<file path="config.mk">
export PLATFORM = sky130hd
export DESIGN_NAME = gbs_isqrt
export DESIGN_NICKNAME = d
export VERILOG_FILES = /design/src/design/gbs_pkg.sv /design/src/design/gbs_isqrt.sv
export SDC_FILE = /design/constraint.sdc
export NUM_CORES = 1
export LEC_CHECK = 0
export BUFFER_PORTS_ARGS = -buffer_cell sky130_fd_sc_hd__buf_2
export CAP_MARGIN = 10
export CORE_ASPECT_RATIO = 0.6
export CORE_MARGIN = 2
export CORE_UTILIZATION = 41
export CTS_BUF_LIST = sky130_fd_sc_hd__clkbuf_2
export DETAILED_ROUTE_END_ITERATION = 7
export SKIP_CTS_REPAIR_TIMING = 1
export SLEW_MARGIN = 15
export SYNTH_ARGS = -nofsm -noshare
export SYNTH_HDL_FRONTEND = slang
export SYNTH_SLANG_ARGS = --single-unit
</file>
<file path="constraint.sdc">
create_clock -name clk -period 3.8 [get_ports clk]
set_input_delay 0.76 -clock clk [delete_from_list [all_inputs] [get_ports clk]]
set_output_delay 0.76 -clock clk [all_outputs]
set_load 0.02 [all_outputs]
</file>
<file path="src/design/gbs_pkg.sv">
// ----------------------------------------------------------------------------
// gbs_pkg
// Shared types, constants and small arithmetic helpers for the glass sampler.
// ----------------------------------------------------------------------------
package gbs_pkg;

  localparam int unsigned ONE_Q14   = 16384;
  localparam int unsigned ONE_Q16   = 65536;
  localparam int unsigned ONE_Q28   = 268435456;
  localparam logic [23:0] VALUE_MAX = 24'hFFFFFF;

  // Configuration register indexes
  localparam logic [2:0] REG_IOR     = 3'd0;
  localparam logic [2:0] REG_REFL_R  = 3'd1;
  localparam logic [2:0] REG_REFL_G  = 3'd2;
  localparam logic [2:0] REG_REFL_B  = 3'd3;
  localparam logic [2:0] REG_TRANS_R = 3'd4;
  localparam logic [2:0] REG_TRANS_G = 3'd5;
  localparam logic [2:0] REG_TRANS_B = 3'd6;

  // Pipeline depths
  localparam int FRONT_STAGES = 7;
  localparam int SQRT_STEPS   = 15;
  localparam int DIV_STEPS    = 24;
  localparam int PIPE_LAT     = FRONT_STAGES + 1 + SQRT_STEPS + 2 + 1 + DIV_STEPS;

  typedef enum logic [1:0] {
    KIND_TIR     = 2'd0,
    KIND_FRESNEL = 2'd1,
    KIND_REFRACT = 2'd2
  } gbs_kind_t;

  // Values derived from the index of refraction
  typedef struct packed {
    logic [20:0] eta_up;   // Q1.20, 1/ior
    logic [21:0] eta_dn;   // Q2.20, ior
    logic [28:0] eta2_up;  // Q1.28
    logic [31:0] eta2_dn;  // Q4.28
    logic [15:0] r0;       // Q0.16
  } gbs_optics_t;

  // Sideband travelling alongside the square root
  typedef struct packed {
    gbs_kind_t          kind;
    logic [16:0]        pdf;
    logic signed [15:0] ox;
    logic signed [15:0] oy;
    logic signed [15:0] dz;
    logic [31:0]        eta2;
  } gbs_side_t;

  // Result fields travelling alongside the divider
  typedef struct packed {
    gbs_kind_t          kind;
    logic [16:0]        pdf;
    logic signed [15:0] ox;
    logic signed [15:0] oy;
    logic signed [15:0] oz;
  } gbs_res_t;

  function automatic logic [15:0] gbs_abs16(input logic signed [15:0] v);
    return v[15] ? (~v + 16'd1) : v;
  endfunction

  // Negate, saturating the one case that does not fit
  function automatic logic signed [15:0] gbs_neg_sat(input logic signed [15:0] v);
    return (v == 16'sh8000) ? 16'sh7FFF : -v;
  endfunction

  // (a*b) rounded half up to Q1.16
  function automatic logic [16:0] gbs_mulr(input logic [16:0] a, input logic [16:0] b);
    logic [33:0] p;
    p = 34'(a) * 34'(b) + 34'd32768;
    return p[32:16];
  endfunction

  // Transmitted tangential component from eta*|d|, signed against d
  function automatic logic signed [15:0] gbs_refr_xy(input logic signed [15:0] d,
                                                     input logic [37:0] mag_p);
    logic [38:0] rnd;
    logic [18:0] mx;
    logic [15:0] mxs;
    rnd = {1'b0, mag_p} + 39'd524288;
    mx  = rnd[38:20];
    mxs = (mx > 19'd40000) ? 16'd40000 : mx[15:0];
    if (!d[15]) begin
      return (mxs > 16'd32768) ? 16'sh8000 : $signed(~mxs + 16'd1);
    end
    return (mxs > 16'd32767) ? 16'sh7FFF : $signed(mxs);
  endfunction

endpackage

</file>
<file path="src/design/gbs_isqrt.sv">
// ----------------------------------------------------------------------------
// gbs_isqrt
// Pipelined floor square root, one result bit per stage.
// ----------------------------------------------------------------------------
module gbs_isqrt import gbs_pkg::*; (
  input  logic        clk,
  input  logic        rst_n,
  input  logic        in_valid,
  input  logic [28:0] in_rad,
  input  gbs_side_t   in_side,
  output logic        out_valid,
  output logic [14:0] out_root,
  output gbs_side_t   out_side
);

  logic        vld_r  [SQRT_STEPS];
  logic [29:0] rad_r  [SQRT_STEPS];
  logic [17:0] rem_r  [SQRT_STEPS];
  logic [14:0] root_r [SQRT_STEPS];
  gbs_side_t   side_r [SQRT_STEPS];

  for (genvar s = 0; s < SQRT_STEPS; s++) begin : g_step
    logic        vld_i;
    logic [29:0] rad_i;
    logic [17:0] rem_i;
    logic [14:0] root_i;
    gbs_side_t   side_i;
    logic [17:0] acc;
    logic [17:0] trial;
    logic        fits;

    if (s == 0) begin : g_first
      assign vld_i  = in_valid;
      assign rad_i  = {1'b0, in_rad};
      assign rem_i  = '0;
      assign root_i = '0;
      assign side_i = in_side;
    end else begin : g_next
      assign vld_i  = vld_r[s-1];
      assign rad_i  = rad_r[s-1];
      assign rem_i  = rem_r[s-1];
      assign root_i = root_r[s-1];
      assign side_i = side_r[s-1];
    end

    assign acc   = {rem_i[15:0], rad_i[29:28]};
    assign trial = {1'b0, root_i, 2'b01};
    assign fits  = acc >= trial;

    always_ff @(posedge clk) begin
      if (!rst_n) begin
        vld_r[s] <= 1'b0;
      end else begin
        vld_r[s] <= vld_i;
      end
      rad_r[s]  <= {rad_i[27:0], 2'b00};
      rem_r[s]  <= fits ? (acc - trial) : acc;
      root_r[s] <= {root_i[13:0], fits};
      side_r[s] <= side_i;
    end
  end

  assign out_valid = vld_r[SQRT_STEPS-1];
  assign out_root  = root_r[SQRT_STEPS-1];
  assign out_side  = side_r[SQRT_STEPS-1];

endmodule

</file>
==> results.ini <==
[outcome]
status=completed

[grt]
grt_pass1_wl_mm=112.5
grt_start_max_net_pins=28
antenna_found_initial=2
grt_usage_pct=11.38
overflow=0
grt_pass1_vias=23519

[cts]
clkTransAtPathRegs_ps=100
cts_root_buf=clkbuf_2
cts.sinks=2032
numCtsBuffers=429
cts_max_path_buffers=4
cts_tree=done
clk_latency_ps=1580
htreeDepth=5

[yosys]
yosysMostFrequentCell=dfxtp_1
synth_common_cells=2032 x dfxtp_1, 157 x inv_1, 133 x ha_1
synth_cell_type_count=77
ys_ff_latch=2032
synth_top_area_share_pct=82.86
synth_edf_count=0
yosys_warnings=0
synth_area_per_cell_um2=14.78
synthTopCellsByArea=dfxtp_1 83%, ha_1 3.4%, xnor2_1 1.3%
synth_cells=3322
synthArstFlopShare_pct=0
synth_top_area_cell=dfxtp_1
syn_nets=3586
netlist_area_um2=49090
synth_ff_type=dfxtp_1
ys_seq_area_share_pct=82.86

[setup_path]
worstPathCellList=buf_2
r2r_cells=10
cp_num_cells=1
cp.required_ps=3040
crit_path_max_fanout=1
crit_family=flip-flops
r2r_end=rem_r[1][63]$_DFF_P_
reg2reg_setup_slack_ps=890
cp-endpoint=out_side[9]
startpoint_type=flip-flop
critPathSlowestCell=dfxtp_1
startpoint=side_r[1][603]$_DFF_P_
worst_path_largest_cell_delay_ps=350
end_kind=output port
crit_type=flip-flop to output port
r2r_start=root_r[1][30]$_DFF_P_
path_buf_inv=1
arrival_ps=2180

[run]
max-cap-violations=0

[finish]
regArea_um2=40680
fin_cells=6115
fin_nets=4507
syn2layout_area_growth_pct=19.09
nFillCells=10410
multiInputGateArea_um2=7689
drive_above_1_share_pct=19.96

[drt]
postRouteAntennaNets=0
first_iter_violations=1253
vias_per_cell=4.065
num_vias=24856
wl_per_cell_um=11.75
dr.pass1.iters=5
routed_wirelength_mm=71.85
drc=0

[placement]
gp_congestion=0.8199
dp.cells=5150
dp_hpwl_mm=43.63
port_buffers=245

[min_path]
min_path_type=flip-flop to flip-flop
hp-start=side_r[0][626]$_DFF_P_

[sta]
rsz0062_at_grt=no
finalSetupViolCount=0
period_needed_ps=2941
hold_viol_final=0
finalMaxSlewViolations=0
slew_headroom_pct=32.90
max_freq_ghz=0.3401
tightest_slew_ps=1001
fin_worst_skew_ps=161.8
period_share_pct=77.38
tns_ps=0

[floorplanning]
fp.dieArea_um2=122600
die-width_um=450.7
rows=98
start_util_pct=41.28
core_um2=118900
ios=246
die_y_um=272.0

[power_and_ir_drop]
ir_drop_uv=324.2
p_per_area_nw_per_um2=676.5
p_leak_uw=0.02653

cell type report:
type                            count  share of cell area [%]
Timing Repair Buffer              512                   6.647
Sequential cell                  2032                   69.58
Clock inverter                    113                   1.156
Antenna cell                        6                 0.02568
Clock buffer                      584                   4.999
Tap cell                         1600                   3.424
Multi-Input combinational cell   1109                   13.15
Inverter                          159                   1.021
power breakdown:
group	leakage, µW	internal, µW	total (µW)	switching [µW]
combinational	0.00668	1620	3470	1850
clock	0.00274	4650	12000	7390
sequential	0.0171	23100	24000	914
kinds of logic after synthesis:
group                    share of synthesized area [%]
other                                         0.007638
AO/OA/AOI/OAI                                    4.735
AND/OR/NAND/NOR                                  4.605
adder cells (fa/ha/maj)                          3.390
XOR/XNOR                                         2.408
multiplexers                                    0.5148
flip-flops                                       82.86
buffers and inverters                            1.481
worst min-delay path by stage:
stage                                  end  slack [ps]  cells past startpoint
floorplan            rad_r[0][100]$_DFF_P_         310                      0
global placement    side_r[0][414]$_DFF_P_         310                      0
finish              side_r[0][725]$_DFF_P_         170                      0
global route         side_r[0][97]$_DFF_P_         -40                      3
CTS                  side_r[0][97]$_DFF_P_       -1190                      1
detailed placement  side_r[0][375]$_DFF_P_         310                      0
layer usage:
metal  wire [µm]  GRT usage (%)  up-vias
li1            -              -    12912
met1       36380          15.79    11183
met2       28860          15.03      587
met3        4852          4.193      174
met4        1760          6.680        0
met5           0              0        -
flip-flops by register name (all words and copies together) (netlist names):
signal / count
rad_r: 210
rem_r: 202
root_r: 120
side_r: 1485
vld_r: 15
metrics by stage:
stage | cell area, µm² | utilization, % | hold slack (ps) | total power (µW) | worst slack, ps
2_1_floorplan | 49090 | - | 309.6 | 26670 | 1544
3_3_place_gp | 52230 | 43.91 | 309.5 | 27710 | 1011
3_5_place_dp | 52230 | 43.91 | 312.1 | 27780 | 926.5
4_1_cts | 55830 | 46.94 | -1187 | 40130 | 494.6
5_1_grt | 58460 | 49.15 | -40.96 | 42130 | 519.3
6_report | 58470 | 49.16 | 171.5 | 39550 | 859.4
cells in the final DEF, fill, tap and decap left out, types with 25 or more instances in the layout:
| cell | instances |
|---|---|
| dfxtp_1 | 2032 |
| clkbuf_2 | 584 |
| dlygate4sd3_1 | 262 |
| buf_2 | 245 |
| inv_1 | 157 |
| ha_1 | 133 |
| nand2_1 | 131 |
| o21ai_0 | 115 |
| nor2_1 | 102 |
| a21oi_1 | 89 |
| clkinv_1 | 84 |
| xnor2_1 | 71 |
| xor2_1 | 64 |
| nor3_1 | 43 |
| a21o_1 | 39 |
| o21a_1 | 38 |
| nand3_1 | 25 |
(Power assumes the default switching activity.)
