### src/design/gbs_pkg.sv
// ----------------------------------------------------------------------------
// gbs_pkg
// Shared types, constants and small arithmetic helpers for the glass sampler.
// ----------------------------------------------------------------------------
package gbs_pkg;

  localparam int unsigned ONE_Q14   = 16384;
  localparam int unsigned ONE_Q16   = 65536;
  localparam int unsigned ONE_Q28   = 268435456;
  localparam logic [23:0] VALUE_MAX = 24'hFFFFFF;

  // Configuration register indexes
  localparam logic [2:0] REG_IOR     = 3'd0;
  localparam logic [2:0] REG_REFL_R  = 3'd1;
  localparam logic [2:0] REG_REFL_G  = 3'd2;
  localparam logic [2:0] REG_REFL_B  = 3'd3;
  localparam logic [2:0] REG_TRANS_R = 3'd4;
  localparam logic [2:0] REG_TRANS_G = 3'd5;
  localparam logic [2:0] REG_TRANS_B = 3'd6;

  // Pipeline depths
  localparam int FRONT_STAGES = 7;
  localparam int SQRT_STEPS   = 15;
  localparam int DIV_STEPS    = 24;
  localparam int PIPE_LAT     = FRONT_STAGES + 1 + SQRT_STEPS + 2 + 1 + DIV_STEPS;

  typedef enum logic [1:0] {
    KIND_TIR     = 2'd0,
    KIND_FRESNEL = 2'd1,
    KIND_REFRACT = 2'd2
  } gbs_kind_t;

  // Values derived from the index of refraction
  typedef struct packed {
    logic [20:0] eta_up;   // Q1.20, 1/ior
    logic [21:0] eta_dn;   // Q2.20, ior
    logic [28:0] eta2_up;  // Q1.28
    logic [31:0] eta2_dn;  // Q4.28
    logic [15:0] r0;       // Q0.16
  } gbs_optics_t;

  // Sideband travelling alongside the square root
  typedef struct packed {
    gbs_kind_t          kind;
    logic [16:0]        pdf;
    logic signed [15:0] ox;
    logic signed [15:0] oy;
    logic signed [15:0] dz;
    logic [31:0]        eta2;
  } gbs_side_t;

  // Result fields travelling alongside the divider
  typedef struct packed {
    gbs_kind_t          kind;
    logic [16:0]        pdf;
    logic signed [15:0] ox;
    logic signed [15:0] oy;
    logic signed [15:0] oz;
  } gbs_res_t;

  function automatic logic [15:0] gbs_abs16(input logic signed [15:0] v);
    return v[15] ? (~v + 16'd1) : v;
  endfunction

  // Negate, saturating the one case that does not fit
  function automatic logic signed [15:0] gbs_neg_sat(input logic signed [15:0] v);
    return (v == 16'sh8000) ? 16'sh7FFF : -v;
  endfunction

  // (a*b) rounded half up to Q1.16
  function automatic logic [16:0] gbs_mulr(input logic [16:0] a, input logic [16:0] b);
    logic [33:0] p;
    p = 34'(a) * 34'(b) + 34'd32768;
    return p[32:16];
  endfunction

  // Transmitted tangential component from eta*|d|, signed against d
  function automatic logic signed [15:0] gbs_refr_xy(input logic signed [15:0] d,
                                                     input logic [37:0] mag_p);
    logic [38:0] rnd;
    logic [18:0] mx;
    logic [15:0] mxs;
    rnd = {1'b0, mag_p} + 39'd524288;
    mx  = rnd[38:20];
    mxs = (mx > 19'd40000) ? 16'd40000 : mx[15:0];
    if (!d[15]) begin
      return (mxs > 16'd32768) ? 16'sh8000 : $signed(~mxs + 16'd1);
    end
    return (mxs > 16'd32767) ? 16'sh7FFF : $signed(mxs);
  endfunction

endpackage

### src/design/gbs_prep.sv
// ----------------------------------------------------------------------------
// gbs_prep
// Holds the index of refraction and derives eta, eta squared and r0 from it
// with a serial restoring divider after reset and after every write.
// ----------------------------------------------------------------------------
module gbs_prep import gbs_pkg::*; (
  input  logic        clk,
  input  logic        rst_n,
  input  logic        ior_we,
  input  logic [13:0] ior_wdata,
  output gbs_optics_t optics,
  output logic        busy
);

  localparam int DIV_BITS = 33;

  typedef enum logic [4:0] {
    ST_IDLE = 5'b00001,
    ST_INIT = 5'b00010,
    ST_ETA  = 5'b00100,
    ST_Q    = 5'b01000,
    ST_SQR  = 5'b10000
  } prep_state_t;

  prep_state_t state_r, state_nxt;
  logic [13:0] ior_r;
  logic [13:0] ior_c;
  logic [5:0]  cnt_r, cnt_nxt;
  logic [32:0] quo_r, quo_nxt;
  logic [14:0] rem_r, rem_nxt;
  logic [14:0] dvs_r, dvs_nxt;
  logic [20:0] eta_up_r, eta_up_nxt;
  logic [15:0] q_r, q_nxt;
  gbs_optics_t optics_r, optics_nxt;
  logic [15:0] acc;
  logic        fits;
  logic [14:0] rem_step;
  logic [32:0] quo_step;
  logic [41:0] eta_sq;
  logic [32:0] q_sq;
  logic [27:0] ior_sq;
  logic        last_bit;

  assign ior_c    = (ior_r < 14'd4096) ? 14'd4096 : ior_r;
  assign acc      = {rem_r, quo_r[32]};
  assign fits     = acc >= {1'b0, dvs_r};
  assign rem_step = fits ? 15'(acc - {1'b0, dvs_r}) : acc[14:0];
  assign quo_step = {quo_r[31:0], fits};
  assign last_bit = cnt_r == 6'(DIV_BITS - 1);
  assign eta_sq   = {21'd0, eta_up_r} * {21'd0, eta_up_r};
  assign q_sq     = 33'(q_r) * 33'(q_r) + 33'd32768;
  assign ior_sq   = ior_c * ior_c;

  always_comb begin
    state_nxt  = state_r;
    cnt_nxt    = cnt_r;
    quo_nxt    = quo_r;
    rem_nxt    = rem_r;
    dvs_nxt    = dvs_r;
    eta_up_nxt = eta_up_r;
    q_nxt      = q_r;
    optics_nxt = optics_r;
    unique case (state_r)
      ST_INIT: begin
        quo_nxt   = 33'h1_0000_0000;
        rem_nxt   = '0;
        cnt_nxt   = '0;
        dvs_nxt   = {1'b0, ior_c};
        state_nxt = ST_ETA;
      end
      ST_ETA: begin
        quo_nxt = quo_step;
        rem_nxt = rem_step;
        cnt_nxt = cnt_r + 6'd1;
        if (last_bit) begin
          eta_up_nxt = quo_step[20:0];
          quo_nxt    = {3'd0, ior_c - 14'd4096, 16'd0};
          rem_nxt    = '0;
          cnt_nxt    = '0;
          dvs_nxt    = {1'b0, ior_c} + 15'd4096;
          state_nxt  = ST_Q;
        end
      end
      ST_Q: begin
        quo_nxt = quo_step;
        rem_nxt = rem_step;
        cnt_nxt = cnt_r + 6'd1;
        if (last_bit) begin
          q_nxt     = quo_step[15:0];
          state_nxt = ST_SQR;
        end
      end
      ST_SQR: begin
        optics_nxt.eta_up  = eta_up_r;
        optics_nxt.eta_dn  = {ior_c, 8'd0};
        optics_nxt.eta2_up = eta_sq[40:12];
        optics_nxt.eta2_dn = {ior_sq, 4'd0};
        optics_nxt.r0      = q_sq[31:16];
        state_nxt          = ST_IDLE;
      end
      ST_IDLE: begin
        state_nxt = ST_IDLE;
      end
      default: begin
        state_nxt = ST_INIT;
      end
    endcase
    if (ior_we) begin
      state_nxt = ST_INIT;
    end
  end

  always_ff @(posedge clk) begin
    if (!rst_n) begin
      state_r <= ST_INIT;
      ior_r   <= 14'd6144;
    end else begin
      state_r <= state_nxt;
      if (ior_we) begin
        ior_r <= ior_wdata;
      end
    end
    cnt_r    <= cnt_nxt;
    quo_r    <= quo_nxt;
    rem_r    <= rem_nxt;
    dvs_r    <= dvs_nxt;
    eta_up_r <= eta_up_nxt;
    q_r      <= q_nxt;
    optics_r <= optics_nxt;
  end

  assign optics = optics_r;
  assign busy   = state_r != ST_IDLE;

endmodule

### config.mk
export PLATFORM = sky130hd
export DESIGN_NAME = gbs_prep
export DESIGN_NICKNAME = d
export VERILOG_FILES = /design/src/design/gbs_pkg.sv /design/src/design/gbs_prep.sv
export SDC_FILE = /design/constraint.sdc
export NUM_CORES = 2
export LEC_CHECK = 0
export BUFFER_PORTS_ARGS = -buffer_cell sky130_fd_sc_hd__buf_2
export CAP_MARGIN = 15
export CELL_PAD_IN_SITES_DETAIL_PLACEMENT = 2
export CELL_PAD_IN_SITES_GLOBAL_PLACEMENT = 2
export CORE_AREA = 2 2 281 283
export CTS_CLUSTER_SIZE = 28
export DETAILED_ROUTE_END_ITERATION = 8
export DIE_AREA = 0 0 283 285
export GPL_TIMING_DRIVEN = 0
export PLACE_DENSITY_LB_ADDON = 0.1
export SLEW_MARGIN = 30
export SYNTH_ARGS = -nofsm -noshare
export SYNTH_HDL_FRONTEND = slang
export SYNTH_SLANG_ARGS = --single-unit
### constraint.sdc
create_clock -name clk -period 11.46 [get_ports clk]
set_input_delay 2.865 -clock clk [delete_from_list [all_inputs] [get_ports clk]]
set_output_delay 2.865 -clock clk [all_outputs]
set_load 0.005 [all_outputs]
==> qor.csv <==
stage,metric,value,unit
clock_tree,cts_sinks,231,
timing,slew_headroom,33.1,%
power_and_ir_drop,power.net_switching,0.905,mW
place,placed_area,0.0353,mm^2
drt,drc_errors,0,
power_and_ir_drop,intPower,1.92,mW
logic_synthesis,ys_async_sr_fraction,0,%
global_route,grt_pass1_wl,159000,um
worst_setup_path,cp_max_fo,10,
drt,antenna_left,0,
layout,area_delta_synth_final,9.78,%
drt,vias,22800,
power_and_ir_drop,p_clk_share,37.4,%
layout,nNetsFinal,4408,
logic_synthesis,synth_xor_area_share,2.99,%
logic_synthesis,synth_edf_count,212,
logic_synthesis,syn_inst,3258,
drt,drt_wl_total,98500,um
clock_tree,cts_setup_buffers,0,
drt,drt_iter0_drc,674,
logic_synthesis,yosysSeqAreaShare,20.4,%
timing,maxSlewViolCount,0,
place,preCtsSetupSlack,2.73,ns
layout,stdcell_area,0.0364,mm^2
logic_synthesis,synthSimpleGateAreaFrac,10.2,%
clock_tree,clk_path_buf_depth,3,
drt,via_per_inst,5.05,
timing,setup_tns,0,ns
logic_synthesis,synthMuxAreaShare,0.948,%
place,dp_hpwl,82600,um
layout,final_util,46.6,%
clock_tree,cts_buffers,31,
clock_tree,htree_levels,1,
hold_path,hold_path.class,reg2reg,
flow_run,maxCapViolCount,0,
worst_setup_path,rrSetupSlack,2.82,ns
timing,fin_worst_skew,0.0212,ns
global_route,overflow,0,
die,start_util,42.5,%
power_and_ir_drop,p_leak,18.8,nW
worst_setup_path,endpoint_kind,register,
logic_synthesis,ys_warn_count,0,
timing,setup_violations,0,
hold_path,worstHoldPathCells,0,
logic_synthesis,synthFlopType,edfxtp_1,
worst_setup_path,critPathKind,reg2reg,
worst_setup_path,ff2ff_path_depth,24,
logic_synthesis,syn_area,0.0331,mm^2
power_and_ir_drop,ir_drop,0.136,mV
timing,rsz0062_at_grt,false,
clock_tree,cts_resized,0,
drt,first_pass_iters,5,
logic_synthesis,ys_ff_latch,231,
die,rows,103,
clock_tree,cts_tree,built,
timing,period_share,75.4,%
clock_tree,clk_pin_slew_worst_paths,0.06,ns
power_and_ir_drop,powerDensity,77.8,mW/mm^2
place,gp_congestion,0.898,
timing,final.min_clock_period,8.64,ns
place,port_buffers,123,
logic_synthesis,yosysUniqueCellTypes,66,
timing,tightest_slew,1.00,ns
layout,diodes,0,
power_and_ir_drop,switching_share,32.0,%
logic_synthesis,syn_avg_cell_area,10.2,um^2
logic_synthesis,synth_compound_area_share,4.80,%
die,fp.dieW,283,um
global_route,track_usage,25.3,%
layout,drive_gt1_share,6.67,%
global_route,antenna_found_initial,3,
clock_tree,root_buffer,clkbuf_16,
global_route,grt_pass1_vias,28400,
die,die_y,285,um
clock_tree,clk_latency,0.64,ns
power_and_ir_drop,p_seq_share,35.3,%
logic_synthesis,synthAdderAreaFrac,49.2,%
worst_setup_path,arrival,9.00,ns
worst_setup_path,worstPathRequired,11.83,ns
timing,fmax,116,MHz
run_status,outcome,"finished, final reports clean",
timing,hold_violations,0,
power_and_ir_drop,p_total,2.83,mW
timing,worst_slack,2.82,ns
die,dieArea,0.0807,mm^2
clock_tree,cts_hold_buf,0,
logic_synthesis,synth_top_family_by_area,adder cells,
drt,wl_per_cell,21.8,um
die,core,0.0780,mm^2
die,ios,138,
power_and_ir_drop,comb_power_share,27.4,%
worst_setup_path,start_kind,register,
global_route,grt_max_degree,45,
## registers in the layout, summed over array words and instances (netlist names)
| signal | flops |
|---|---|
| optics | 106 |
| quo_r | 33 |
| rem_r | 15 |
| ior_r | 14 |
| q_r | 16 |
| cnt_r | 6 |
| state_r | 5 |
| dvs_r | 15 |
| eta_up_r | 21 |
## per-stage QoR
| stage | instances | hold WS [ns] |
|---|---|---|
| after floorplan | 3270 | 0.424 |
| after global placement | 4443 | 0.443 |
| after detailed placement | 4458 | 0.463 |
| after CTS | 4515 | 0.476 |
| after global routing | 4515 | 0.499 |
| final | 4515 | 0.470 |
## area by class of cell
| type | count | area [um^2] |
|---|---|---|
| fillers | 8206 | 41600 |
| multi-input cells | 2052 | 22700 |
| flip-flops and latches | 231 | 6750 |
| inverters | 873 | 3280 |
| well taps | 1050 | 1310 |
| clock buffers | 34 | 787 |
| repair buffers | 138 | 767 |
| plain buffers | 114 | 508 |
| clock inverters | 23 | 299 |
## metal layers
layer | global-route usage (%) | up-vias | wire length, um
met2 | 48.3 | 326 | 53700
met3 | 2.41 | 124 | 2690
met5 | 0 | - | 0
li1 | - | 10300 | -
met4 | 6.04 | 0 | 2260
met1 | 30.4 | 12100 | 39800
## synthesized netlist by cell type, types with 8 or more instances
master	n	area share (%)
nand4_1	13	0.25
nor3_1	11	0.17
inv_1	873	9.9
a21o_1	51	1.2
clkbuf_1	95	1.1
xnor2_1	76	2.0
mux2i_1	28	0.85
nor2b_1	28	0.53
a21oi_1	77	1.2
and3_1	37	0.70
a31oi_1	9	0.17
nand2_1	272	3.1
dfxtp_1	19	1.1
nor2_1	117	1.3
nand3_1	22	0.33
a211oi_1	8	0.18
buf_4	15	0.34
xor2_1	37	0.98
or2_2	9	0.17
and2_1	170	3.2
edfxtp_1	212	19
fa_1	590	36
o21bai_1	8	0.18
o21ai_0	41	0.62
ha_1	360	14
## worst max-delay path, cell delays in order (launching register included)
cell and delay, ns:
edfxtp_1 0.49, clkbuf_1 0.55, clkbuf_1 0.71, nand2_1 0.22, fa_1 0.59, inv_1 0.10, fa_1 0.51, inv_1 0.06
fa_1 0.49, inv_1 0.06, fa_1 0.49, fa_1 0.52, fa_1 0.50, inv_1 0.05, fa_1 0.48, inv_1 0.04
ha_1 0.37, nand2_1 0.09, o21ai_0 0.26, nor2_1 0.08, a31oi_1 0.60, a31o_1 0.40, a31oi_1 0.22, a311oi_1 0.38
xnor2_1 0.10
## layout by cell type (no fill, tap or decap), types with 13 or more instances in the layout
master	instances
and2_1	170
nor2b_1	28
edfxtp_1	212
nand3_1	22
dfxtp_1	19
buf_2	123
xnor2_1	76
inv_1	872
mux2i_1	28
nor2_1	115
a21oi_1	77
a21o_1	51
xor2_1	37
o21ai_0	41
clkbuf_1	98
ha_1	360
clkbuf_16	31
buf_4	24
and3_1	37
nand2_1	272
conb_1	13
fa_1	590
nand4_1	13
## power by group through the flow
stage	combinational [mW]	clock, mW	sequential (mW)
6_report	0.774	1.06	0.997
5_1_grt	0.879	1.11	1.00
4_1_cts	0.788	1.09	0.998
3_5_place_dp	0.768	0	1.01
3_3_place_gp	0.726	0	1.01
2_1_floorplan	0.557	0	1.00
## cells by family (layout without fill, tap and decap cells)
kind of cell / count (synthesis) / count (layout)
other cells: 1 / 13
compound gates: 244 / 244
fa+ha+maj: 950 / 950
flops: 231 / 231
xor+xnor: 113 / 113
simple gates: 701 / 701
mux: 31 / 31
buf+inv: 987 / 1182
## path summary, 6_finish.rpt
check                 end    startpoint
max            optics[76]  eta_up_r[12]
min reg2reg  eta_up_r[19]     quo_r[18]
min          eta_up_r[19]     quo_r[18]
max reg2reg    optics[76]  eta_up_r[12]
(Power assumes the default switching activity.)
